===== src/sv/kmp_pkg.sv =====
// kmp_pkg: shared codes and types for the kmp pattern matcher
// holds command codes, field widths and the command beat passed from front to back
// no dependencies
package kmp_pkg;

    localparam int SYM_W  = 8;
    localparam int FUNC_W = 2;
    localparam int POS_W  = 32;

    localparam logic [FUNC_W-1:0] FUNC_CLEAR   = 2'd0;
    localparam logic [FUNC_W-1:0] FUNC_APPEND  = 2'd1;
    localparam logic [FUNC_W-1:0] FUNC_TEXT    = 2'd2;
    localparam logic [FUNC_W-1:0] FUNC_RESTART = 2'd3;

    typedef struct packed {
        logic clear;
        logic append;
        logic text;
        logic restart;
    } t_kind;

    typedef struct packed {
        t_kind             kind;
        logic [SYM_W-1:0]  symbol;
    } t_cmd;

endpackage


===== src/sv/kmp_pattern_matcher.sv =====
// kmp_pattern_matcher: knuth-morris-pratt matcher, top level
// a text beat is decoded in idle, walks the failure chain, and on a full match passes the fall
// state, which waits for a free output register before loading the match position
// kmp_back takes a new command only when idle; the front queue holds beats while a walk runs
// synchronous active-low reset clears lengths, text position, queue and output register
module kmp_pattern_matcher #(
    parameter int MAX_PATTERN = 64
) (
    input  logic                        i_clk,
    input  logic                        i_rst_n,
    input  logic                        i_s_tvalid,
    output logic                        o_s_tready,
    input  logic [kmp_pkg::SYM_W-1:0]   i_s_tdata,   // symbol
    input  logic [kmp_pkg::FUNC_W-1:0]  i_s_tuser,   // func
    output logic                        o_m_tvalid,
    input  logic                        i_m_tready,
    output logic [kmp_pkg::POS_W-1:0]   o_m_tdata    // match_position
);
    import kmp_pkg::*;

    logic cmd_valid;
    logic cmd_ready;
    t_cmd cmd;

    kmp_front u_front (
        .i_clk       (i_clk),
        .i_rst_n     (i_rst_n),
        .i_s_tvalid  (i_s_tvalid),
        .o_s_tready  (o_s_tready),
        .i_s_tdata   (i_s_tdata),
        .i_s_tuser   (i_s_tuser),
        .o_cmd_valid (cmd_valid),
        .i_cmd_ready (cmd_ready),
        .o_cmd       (cmd)
    );

    kmp_back #(
        .MAX_PATTERN (MAX_PATTERN)
    ) u_back (
        .i_clk       (i_clk),
        .i_rst_n     (i_rst_n),
        .i_cmd_valid (cmd_valid),
        .o_cmd_ready (cmd_ready),
        .i_cmd       (cmd),
        .o_m_tvalid  (o_m_tvalid),
        .i_m_tready  (i_m_tready),
        .o_m_tdata   (o_m_tdata)
    );

endmodule


===== src/sv/kmp_front.sv =====
// kmp_front: input side of the kmp pattern matcher
// accepts stream beats, decodes the function code and queues commands (two deep)
// depends on kmp_pkg
module kmp_front (
    input  logic                         i_clk,
    input  logic                         i_rst_n,
    input  logic                         i_s_tvalid,
    output logic                         o_s_tready,
    input  logic [kmp_pkg::SYM_W-1:0]    i_s_tdata,   // symbol
    input  logic [kmp_pkg::FUNC_W-1:0]   i_s_tuser,   // func
    output logic                         o_cmd_valid,
    input  logic                         i_cmd_ready,
    output kmp_pkg::t_cmd                o_cmd
);
    import kmp_pkg::*;

    t_cmd       r_q [0:1];
    logic       r_wr;
    logic       r_rd;
    logic [1:0] r_cnt;
    logic [1:0] n_cnt;
    logic       push;
    logic       pop;
    t_cmd       in_cmd;

    always_comb begin
        in_cmd.kind   = '0;
        in_cmd.symbol = i_s_tdata;
        case (i_s_tuser)
            FUNC_CLEAR:   in_cmd.kind.clear   = 1'b1;
            FUNC_APPEND:  in_cmd.kind.append  = 1'b1;
            FUNC_TEXT:    in_cmd.kind.text    = 1'b1;
            FUNC_RESTART: in_cmd.kind.restart = 1'b1;
            default:      in_cmd.kind         = '0;
        endcase
    end

    assign o_s_tready  = (r_cnt != 2'd2);
    assign o_cmd_valid = (r_cnt != 2'd0);
    assign o_cmd       = r_q[r_rd];
    assign push        = i_s_tvalid && o_s_tready;
    assign pop         = o_cmd_valid && i_cmd_ready;

    always_comb begin
        n_cnt = r_cnt;
        if (push && !pop) begin
            n_cnt = r_cnt + 2'd1;
        end else if (pop && !push) begin
            n_cnt = r_cnt - 2'd1;
        end
    end

    always_ff @(posedge i_clk) begin
        if (push) begin
            r_q[r_wr] <= in_cmd;
        end
    end

    always_ff @(posedge i_clk) begin
        if (!i_rst_n) begin
            r_wr  <= 1'b0;
            r_rd  <= 1'b0;
            r_cnt <= 2'd0;
        end else begin
            r_cnt <= n_cnt;
            if (push) begin
                r_wr <= ~r_wr;
            end
            if (pop) begin
                r_rd <= ~r_rd;
            end
        end
    end

endmodule


===== src/sv/kmp_back.sv =====
// kmp_back: sequencer of the kmp pattern matcher
// holds pattern and failure memories, walks the failure chain, emits match beats
// depends on kmp_pkg
module kmp_back #(
    parameter int MAX_PATTERN = 64
) (
    input  logic                        i_clk,
    input  logic                        i_rst_n,
    input  logic                        i_cmd_valid,
    output logic                        o_cmd_ready,
    input  kmp_pkg::t_cmd               i_cmd,
    output logic                        o_m_tvalid,
    input  logic                        i_m_tready,
    output logic [kmp_pkg::POS_W-1:0]   o_m_tdata
);
    import kmp_pkg::*;

    localparam int LW = $clog2(MAX_PATTERN + 1);
    localparam int IW = $clog2(MAX_PATTERN);

    localparam logic [1:0] S_IDLE = 2'd0;
    localparam logic [1:0] S_WALK = 2'd1;
    localparam logic [1:0] S_FALL = 2'd2;

    localparam logic signed [LW:0] K_NONE = '1;
    localparam logic signed [LW:0] K_ONE  = (LW+1)'(1);
    localparam logic signed [LW:0] K_ZERO = '0;

    logic [1:0]             r_state, n_state;
    logic [LW-1:0]          r_len, n_len;
    logic signed [LW:0]     r_bp, n_bp;
    logic [LW-1:0]          r_ml, n_ml;
    logic [POS_W-1:0]       r_tp, n_tp;
    logic [POS_W-1:0]       r_pos, n_pos;
    logic signed [LW:0]     r_k, n_k;
    logic [SYM_W-1:0]       r_c, n_c;
    logic                   r_build, n_build;
    logic                   r_m_valid, n_m_valid;
    logic [POS_W-1:0]       r_m_data, n_m_data;

    logic [SYM_W-1:0]       r_pat_mem [0:MAX_PATTERN-1];
    logic [IW-1:0]          r_fail_mem [0:MAX_PATTERN-1];
    logic [SYM_W-1:0]       r_pat_q;
    logic [IW-1:0]          r_fail_q;

    logic                   hit;
    logic signed [LW:0]     res;
    logic signed [LW:0]     fail_k;
    logic                   out_free;
    logic                   wr_en;
    logic [IW-1:0]          p_addr;
    logic [IW-1:0]          f_addr;

    assign o_cmd_ready = (r_state == S_IDLE);
    assign o_m_tvalid  = r_m_valid;
    assign o_m_tdata   = r_m_data;

    // minus one needs no lookup and always extends
    assign hit      = r_k[LW] || (r_pat_q == r_c);
    assign res      = r_k + K_ONE;
    assign fail_k   = $signed((LW+1)'(r_fail_q));
    assign out_free = !r_m_valid || i_m_tready;

    always_comb begin
        n_state   = r_state;
        n_len     = r_len;
        n_bp      = r_bp;
        n_ml      = r_ml;
        n_tp      = r_tp;
        n_pos     = r_pos;
        n_k       = r_k;
        n_c       = r_c;
        n_build   = r_build;
        n_m_valid = r_m_valid;
        n_m_data  = r_m_data;
        wr_en     = 1'b0;
        if (r_m_valid && i_m_tready) begin
            n_m_valid = 1'b0;
        end
        case (r_state)
            S_IDLE: begin
                if (i_cmd_valid) begin
                    n_c = i_cmd.symbol;
                    if (i_cmd.kind.clear) begin
                        n_len = '0;
                        n_bp  = K_NONE;
                        n_ml  = '0;
                    end else if (i_cmd.kind.restart) begin
                        n_tp = '0;
                        n_ml = '0;
                    end else if (i_cmd.kind.append) begin
                        if (r_len < LW'(MAX_PATTERN)) begin
                            n_k     = r_bp;
                            n_build = 1'b1;
                            n_state = S_WALK;
                        end
                    end else if (i_cmd.kind.text) begin
                        n_pos = r_tp;
                        n_tp  = r_tp + POS_W'(1);
                        if (r_len == '0) begin
                            n_ml = '0;
                        end else begin
                            n_k     = $signed({1'b0, r_ml});
                            n_build = 1'b0;
                            n_state = S_WALK;
                        end
                    end
                end
            end
            S_WALK: begin
                if (!hit) begin
                    n_k = (r_k == K_ZERO) ? K_NONE : fail_k;
                end else if (r_build) begin
                    wr_en   = 1'b1;
                    n_bp    = res;
                    n_len   = r_len + LW'(1);
                    n_state = S_IDLE;
                end else if (res[LW-1:0] == r_len) begin
                    n_state = S_FALL;
                end else begin
                    n_ml    = res[LW-1:0];
                    n_state = S_IDLE;
                end
            end
            S_FALL: begin
                if (out_free) begin
                    n_m_valid = 1'b1;
                    n_m_data  = r_pos + POS_W'(1) - POS_W'(r_len);
                    n_ml      = LW'(r_fail_q);
                    n_state   = S_IDLE;
                end
            end
            default: begin
                n_state = S_IDLE;
            end
        endcase
    end

    // failure entry j lives at index j-1, entry zero is implicit
    assign p_addr = n_k[IW-1:0];
    assign f_addr = (n_state == S_FALL) ? IW'(r_len - LW'(1))
                                        : (n_k[IW-1:0] - IW'(1));

    always_ff @(posedge i_clk) begin
        if (wr_en) begin
            r_pat_mem[r_len[IW-1:0]]  <= r_c;
            r_fail_mem[r_len[IW-1:0]] <= res[IW-1:0];
        end
        r_pat_q  <= r_pat_mem[p_addr];
        r_fail_q <= r_fail_mem[f_addr];
    end

    always_ff @(posedge i_clk) begin
        r_pos    <= n_pos;
        r_k      <= n_k;
        r_c      <= n_c;
        r_build  <= n_build;
        r_m_data <= n_m_data;
    end

    always_ff @(posedge i_clk) begin
        if (!i_rst_n) begin
            r_state   <= S_IDLE;
            r_len     <= '0;
            r_bp      <= K_NONE;
            r_ml      <= '0;
            r_tp      <= '0;
            r_m_valid <= 1'b0;
        end else begin
            r_state   <= n_state;
            r_len     <= n_len;
            r_bp      <= n_bp;
            r_ml      <= n_ml;
            r_tp      <= n_tp;
            r_m_valid <= n_m_valid;
        end
    end

    // walk only ever reads pattern bytes already written
    a_walk_in_range: assert property (@(posedge i_clk) disable iff (!i_rst_n)
        (r_state == S_WALK) |-> (r_k < $signed({1'b0, r_len})))
        else $error("failure walk left the loaded pattern");

    a_bp_empty: assert property (@(posedge i_clk) disable iff (!i_rst_n)
        (r_len == '0) == (r_bp == K_NONE))
        else $error("build prefix out of step with pattern length");

    a_ml_short: assert property (@(posedge i_clk) disable iff (!i_rst_n)
        (r_ml < r_len) || (r_ml == '0))
        else $error("matched length not shorter than pattern");

    a_fall_from_walk: assert property (@(posedge i_clk) disable iff (!i_rst_n)
        (r_state == S_FALL) && ($past(r_state) != S_FALL) |-> ($past(r_state) == S_WALK))
        else $error("fallback entered without a walk");

    a_fall_emits: assert property (@(posedge i_clk) disable iff (!i_rst_n)
        (r_state == S_FALL) && out_free |=> r_m_valid)
        else $error("match not placed in output register");

endmodule


===== config.mk =====
export PLATFORM = sky130hd
export DESIGN_NAME = kmp_pattern_matcher
export DESIGN_NICKNAME = d
export VERILOG_FILES = /design/src/sv/kmp_pkg.sv /design/src/sv/kmp_pattern_matcher.sv /design/src/sv/kmp_front.sv /design/src/sv/kmp_back.sv
export SDC_FILE = /design/constraint.sdc
export NUM_CORES = 1
export LEC_CHECK = 0
export BUFFER_PORTS_ARGS = -buffer_cell sky130_fd_sc_hd__buf_2
export CORE_UTILIZATION = 57
export DETAILED_ROUTE_END_ITERATION = 10
export HOLD_SLACK_MARGIN = 0.03
export PLACE_DENSITY = 0.87
export SLEW_MARGIN = 40
export SYNTH_ARGS = -nofsm -noshare
export SYNTH_HDL_FRONTEND = slang
export SYNTH_HIERARCHICAL = 1
export SYNTH_SLANG_ARGS = --single-unit

===== constraint.sdc =====
create_clock -name i_clk -period 6 [get_ports i_clk]
set_input_delay 0 -clock i_clk [delete_from_list [all_inputs] [get_ports i_clk]]
set_output_delay 0 -clock i_clk [all_outputs]
set_load 0.01 [all_outputs]

==> qor.yml, run 1 <==
crit_chain: "mux2_2 -> nor2b_1 -> buf_4 -> o21ai_0 -> nor2_1 -> o2bb2ai_2 -> a21oi_4 -> inv_2 -> a21oi_2 -> nor2_4 -> clkinv_1 -> ha_4 -> buf_4 -> mux2i_1 -> nand2_1 -> a32o_1 -> o21ai_0 -> nand4_1"
h-tree-depth: 3
first_global_vias: 25960
synth_ff_type: "edfxtp_1"
cts_inserted_buffers: 101
required_ps: 6540
firstDrtPassIters: 6
worst_setup_path_end_kind: "flop"
power_density_nw_per_um2: 554.1
synth.yosys.warnings: 6
grt_pass1_wl_um: 156300
status: "finished, final reports clean"
initial_core_util_pct: 57.97
skew_ps: 53.18
dieArea_um2: 80300
worst_slew_pin_slew_ps: 1101
gp_congestion: 0.9305
layout-drive-gt1-share_pct: 11.65
final_nets: 3133
io_pins: 48
hpwl_um: 60840
drc: 0
routed_via_density: 6.246
synth_area_um2: 45130
switching_power_mw: 10.62
cts_tree: "built"
wl_per_cell_um: 24.76
pre_cts_ws_ps: 648.7
drtAntennaViolNets: 0
yosysTopAreaCellShare_pct: 66.21
hold_ws_ps: 96.71
cp-start-kind: "flop"
min_period_ps: 5477
leakage_nw: 18.30
arrival_ps: 6020
finalCritPeriodShare_pct: 91.29
synth-seq-cells: 1077
clock_path_buffers: 3
grt-ovfl-total: 0
synth.distinct_cells: 86
cts_resized: 0
dieWidth_um: 283.4
cap_violations: 0
port_buffers: 47
synth_edf_count: 995
hold_path.class: "primary input to flop"
syn_area_per_cell_um2: 15.37
cts.sinks: 1077
p_int_mw: 17.29
areaGrowthSynthToFinish_pct: 11.66
postSynthCellCount: 2936
rsz0062_at_grt: "no"
drv_slew: 0
setup_slack_ps: 522.8
ir_worst_vdd_uv: 762.6
core_area_um2: 77850
die_y_um: 283.4
async_reset_ff_share_pct: 0
fmaxAchievable_ghz: 0.1826
route.vias.total: 26170
hold_viol_final: 0
min_from: "i_s_tdata[0]"
drt_iter0_markers: 3121
maxSlewHeadroom_pct: 26.59
cts_root_buf: "clkbuf_16"
p_seq_share_pct: 35.2
netSwitchingFraction_pct: 38.06
critPathTopFamily: "compound AO/OA/AOI/OAI gates"
synth.net_count: 2999
comb_power_share_pct: 43.3
crit_fanout: 29
clkTransAtPathRegs_ps: 60
grt_max_degree: 127
netlist_top_cells_area: "edfxtp_1, mux2i_1, dfxtp_1"
clk_latency_ps: 680
cp_num_buf_inv: 4
slowest_stage: "dfxtp_1"
routed_wl_um: 103700
rows: 102
tns_ps: 0
final-setup-viol-count: 0
clkPwrFrac_pct: 21.5
antenna_cells: 0
critPathKind: "flop to flop"
yosysTopAreaCell: "edfxtp_1"
grt_usage_pct: 25.57
max_stage_delay_ps: 660
yosysSeqAreaShare_pct: 69.85
grt_antenna_before_repair: 2
## cells in the mapped netlist (24+ instances only)
| cell | instances |
|---|---|
| a211oi_1 | 35 |
| a21oi_1 | 39 |
| a32o_1 | 41 |
| and2_1 | 27 |
| buf_2 | 52 |
| clkbuf_1 | 51 |
| dfxtp_1 | 82 |
| edfxtp_1 | 995 |
| ha_1 | 48 |
| inv_1 | 58 |
| mux2i_1 | 570 |
| nand2_1 | 239 |
| nand3_1 | 95 |
| nor2_1 | 147 |
| nor2b_1 | 24 |
| o21ai_0 | 48 |
| xnor2_1 | 46 |
| xor2_1 | 37 |
## layout by cell type (no fill, tap or decap), types with 14 or more instances in the layout
master,instances
a211oi_1,34
a21oi_1,39
a311o_1,17
a32o_1,41
and2_1,26
and3_1,14
buf_2,47
buf_4,96
clkbuf_1,21
clkbuf_16,103
clkinv_1,26
dfxtp_1,82
dlygate4sd3_1,16
edfxtp_1,995
ha_1,46
inv_1,56
mux2_2,17
mux2i_1,570
nand2_1,239
nand2b_1,16
nand3_1,95
nand4_1,16
nor2_1,137
nor2b_1,23
o21ai_0,48
xnor2_1,44
xor2_1,35
## through the flow
stage          power [mW]  std cells  cell area, µm²  util (%)
2_1_floorplan       18.10       2936           45140         -
3_5_place_dp        21.60       3990           47070     60.46
4_1_cts             27.67       4188           50350     64.68
3_3_place_gp        21.26       3987           46960     60.32
5_1_grt             28.79       4189           50390     64.73
6_report            27.92       4189           50390     64.73
## power by group through the flow
stage	sequential (mW)	combinational (mW)	clock (mW)
5_1_grt	9.85	12.6	6.36
3_5_place_dp	9.98	11.6	0
2_1_floorplan	10.2	7.94	0
4_1_cts	9.82	11.8	6.05
3_3_place_gp	9.97	11.3	0
6_report	9.83	12.1	6.00
## repair_timing
item	CTS	global route
endpoints found under the hold margin	54	0
hold buffers	16	0
setup buffers	0	0
## registers in the layout (all words and copies together) (netlist names), named ones only
| register | flops |
|---|---|
| u_back/r_c | 8 |
| u_back/r_len | 7 |
| u_back/r_fail_mem | 384 |
| u_back/o_m_tvalid | 1 |
| u_back/r_bp | 8 |
| u_front/r_wr | 1 |
| u_front/r_rd | 1 |
| u_back/r_build | 1 |
| u_back/r_k | 8 |
| u_back/r_pos | 32 |
| u_front/r_cnt | 2 |
| u_back/r_pat_q | 8 |
| u_back/r_fail_q | 6 |
| u_front/r_q | 24 |
| u_back/r_state | 2 |
| u_back/r_pat_mem | 512 |
| u_back/r_ml | 7 |
| u_back/o_m_tdata | 32 |
| u_back/r_tp | 32 |
## final timing paths
check | to | slack [ps] | cells after the start
max | u_back/r_fail_q[3]$_DFF_P_ | 520 | 18
min | u_front/r_q[1][0]$_DFFE_PP_ | 100 | 2
max reg2reg | u_back/r_fail_q[3]$_DFF_P_ | 520 | 18
min reg2reg | u_back/r_pos[31]$_DFFE_PP_ | 450 | 0
## metal layers
metal,track usage (%),part of all wire (%)
met5,0,0
met4,9.905,3.6
met1,35.05,39
met3,4.630,9.7
met2,40.92,48
## layout make-up
type / count / area [µm²]
multi-input combinational: 1658 / 12880
tap: 1040 / 1301
timing repair buffer: 169 / 1323
clock buffer: 136 / 2795
clock inverter: 46 / 324.1
sequential: 1077 / 31520
fill: 5112 / 27460
inverter: 63 / 242.7
## cells by family after synthesis
group	share of synthesized area [%]
AOI/OAI and AO/OA	5.021
xor gates and xnor gates	1.713
adders and majority gates	1.375
buffers and inverters	2.085
DFF	69.85
muxes	13.47
and+or+nand+nor	6.491
No activity file was read; power rests on OpenSTA's default activity.
==> run 2: changes to the inputs <==
- CORE_UTILIZATION: 57 -> 60
- clock period: 6 -> 6.65 ns (I/O delays scaled with it)
==> qor.yml, run 2 (synthesized netlist as in run 1, its figures left out) <==
status: "finished, final reports clean"
grt-ovfl-total: 0
initial_core_util_pct: 60.62
slowest_stage: "ha_4"
gp_congestion: 0.9369
routed_wl_um: 111000
cp_num_buf_inv: 2
hold_viol_final: 0
cap_violations: 0
hpwl_um: 66340
hold_path.class: "primary input to flop"
fmaxAchievable_ghz: 0.1743
clock_path_buffers: 3
maxSlewHeadroom_pct: 38.27
core_area_um2: 74450
power_density_nw_per_um2: 512.9
grt_usage_pct: 28.84
drc: 0
crit_chain: "mux2_2 -> nor2b_1 -> o21ai_0 -> nor2_1 -> o211ai_1 -> a32oi_1 -> nor3_2 -> nor2_4 -> inv_1 -> ha_4 -> buf_4 -> mux2i_1 -> mux2i_1 -> a32o_1 -> o21ai_0 -> nand4_1"
io_pins: 48
ff2ff_path_depth: 16
layout-drive-gt1-share_pct: 12.24
route.vias.total: 27030
wl_per_cell_um: 26.86
routed_via_density: 6.540
leakage_nw: 18.38
cts_root_buf: "clkbuf_16"
h-tree-depth: 3
grt_pass1_wl_um: 165400
min_period_ps: 5738
cts_inserted_buffers: 103
cts_tree: "built"
firstDrtPassIters: 6
tns_ps: 0
dieWidth_um: 276.2
drtAntennaViolNets: 0
multiInputGateArea_um2: 12880
hold_ws_ps: 74.36
setup_slack_ps: 911.6
worst_setup_path_end_kind: "flop"
required_ps: 7160
worst_slew_pin_slew_ps: 923.4
critPathTopFamily: "compound AO/OA/AOI/OAI gates"
fill_cells: 4550
rsz0062_at_grt: "no"
arrival_ps: 6240
clk_latency_ps: 680
final_nets: 3140
r2r_slack_ps: 910
r2r_end: "u_back/r_fail_q[0]$_DFF_P_"
grt_max_degree: 82
cts_resized: 0
cts.sinks: 1077
drt_iter0_markers: 3900
first_global_vias: 26970
cp-start-kind: "flop"
finalCritPeriodShare_pct: 86.29
pre_cts_ws_ps: 1108
dieArea_um2: 76310
final_common_cell: "edfxtp_1"
ff_latch_area_um2: 31520
final_cell_mix: "edfxtp_1, mux2i_1, nand2_1, nor2_1, clkbuf_16"
critPathKind: "flop to flop"
port_buffers: 47
areaGrowthSynthToFinish_pct: 11.84
crit_fanout: 39
cp-endpoint: "u_back/r_fail_q[0]$_DFF_P_"
rows: 100
skew_ps: 36.72
die_y_um: 276.2
final-setup-viol-count: 0
clkTransAtPathRegs_ps: 60
largest_reg_flops: 512
drv_slew: 0
max_stage_delay_ps: 740
ir_worst_vdd_uv: 828.2
total_power_mw: 25.89
crit_cells: 16
grt_antenna_before_repair: 5
-- run 2: area by class of cell --
| type | instances | area share [%] |
|---|---|---|
| multi-input combinational | 1658 | 25.53 |
| tap | 969 | 2.402 |
| sequential | 1077 | 62.45 |
| clock buffer | 127 | 5.345 |
| clock inverter | 63 | 1.133 |
| inverter | 63 | 0.4685 |
| timing repair buffer | 174 | 2.663 |
| antenna | 2 | 0.009916 |
-- run 2: worst min path at each step --
| stage | from | to | cells after the start |
|---|---|---|---|
| floorplan | i_s_tdata[0] | u_front/r_q[0][0]$_DFFE_PP_ | 0 |
| global placement | i_s_tdata[4] | u_front/r_q[1][4]$_DFFE_PP_ | 1 |
| detailed placement | i_s_tdata[4] | u_front/r_q[1][4]$_DFFE_PP_ | 1 |
| CTS | i_s_tdata[4] | u_front/r_q[1][4]$_DFFE_PP_ | 2 |
| global route | i_s_tdata[1] | u_front/r_q[1][1]$_DFFE_PP_ | 2 |
| finish | i_s_tdata[7] | u_front/r_q[0][7]$_DFFE_PP_ | 2 |
-- run 2: worst register-to-register path, stage by stage, from the launching register on --
cell	delay, ps
dfxtp_1	640
mux2_2	310
nor2b_1	430
o21ai_0	220
nor2_1	250
o211ai_1	140
a32oi_1	530
nor3_2	200
nor2_4	150
inv_1	80
ha_4	740
buf_4	400
mux2i_1	230
mux2i_1	110
a32o_1	270
o21ai_0	720
nand4_1	160
-- run 2: metal layers --
metal | track usage, % | share of wire (%)
met1 | 37.54 | 37
met2 | 46.13 | 48
met3 | 6.769 | 11
met4 | 13.67 | 4.7
met5 | 0 | 0.021
-- run 2: power by group --
| part | total [mW] | switching, mW | internal [mW] |
|---|---|---|---|
| clock | 5.69 | 2.49 | 3.20 |
| combinational | 11.3 | 7.34 | 3.95 |
| sequential | 8.91 | 0.214 | 8.69 |
| total | 25.9 | 10.0 | 15.8 |
-- run 2: stage by stage --
stage	instances	cell area (µm²)	utilization [%]
2_1_floorplan	2936	45130	-
3_3_place_gp	3920	46840	62.92
3_5_place_dp	3925	47020	63.16
4_1_cts	4131	50450	67.77
5_1_grt	4131	50470	67.79
6_report	4133	50470	67.80
-- run 2: timing repair --
item / 4_1_cts / 5_1_grt
hold buffers: 16 / 0
buffers inserted: 0 / 0
endpoints found under the hold margin: 73 / 0
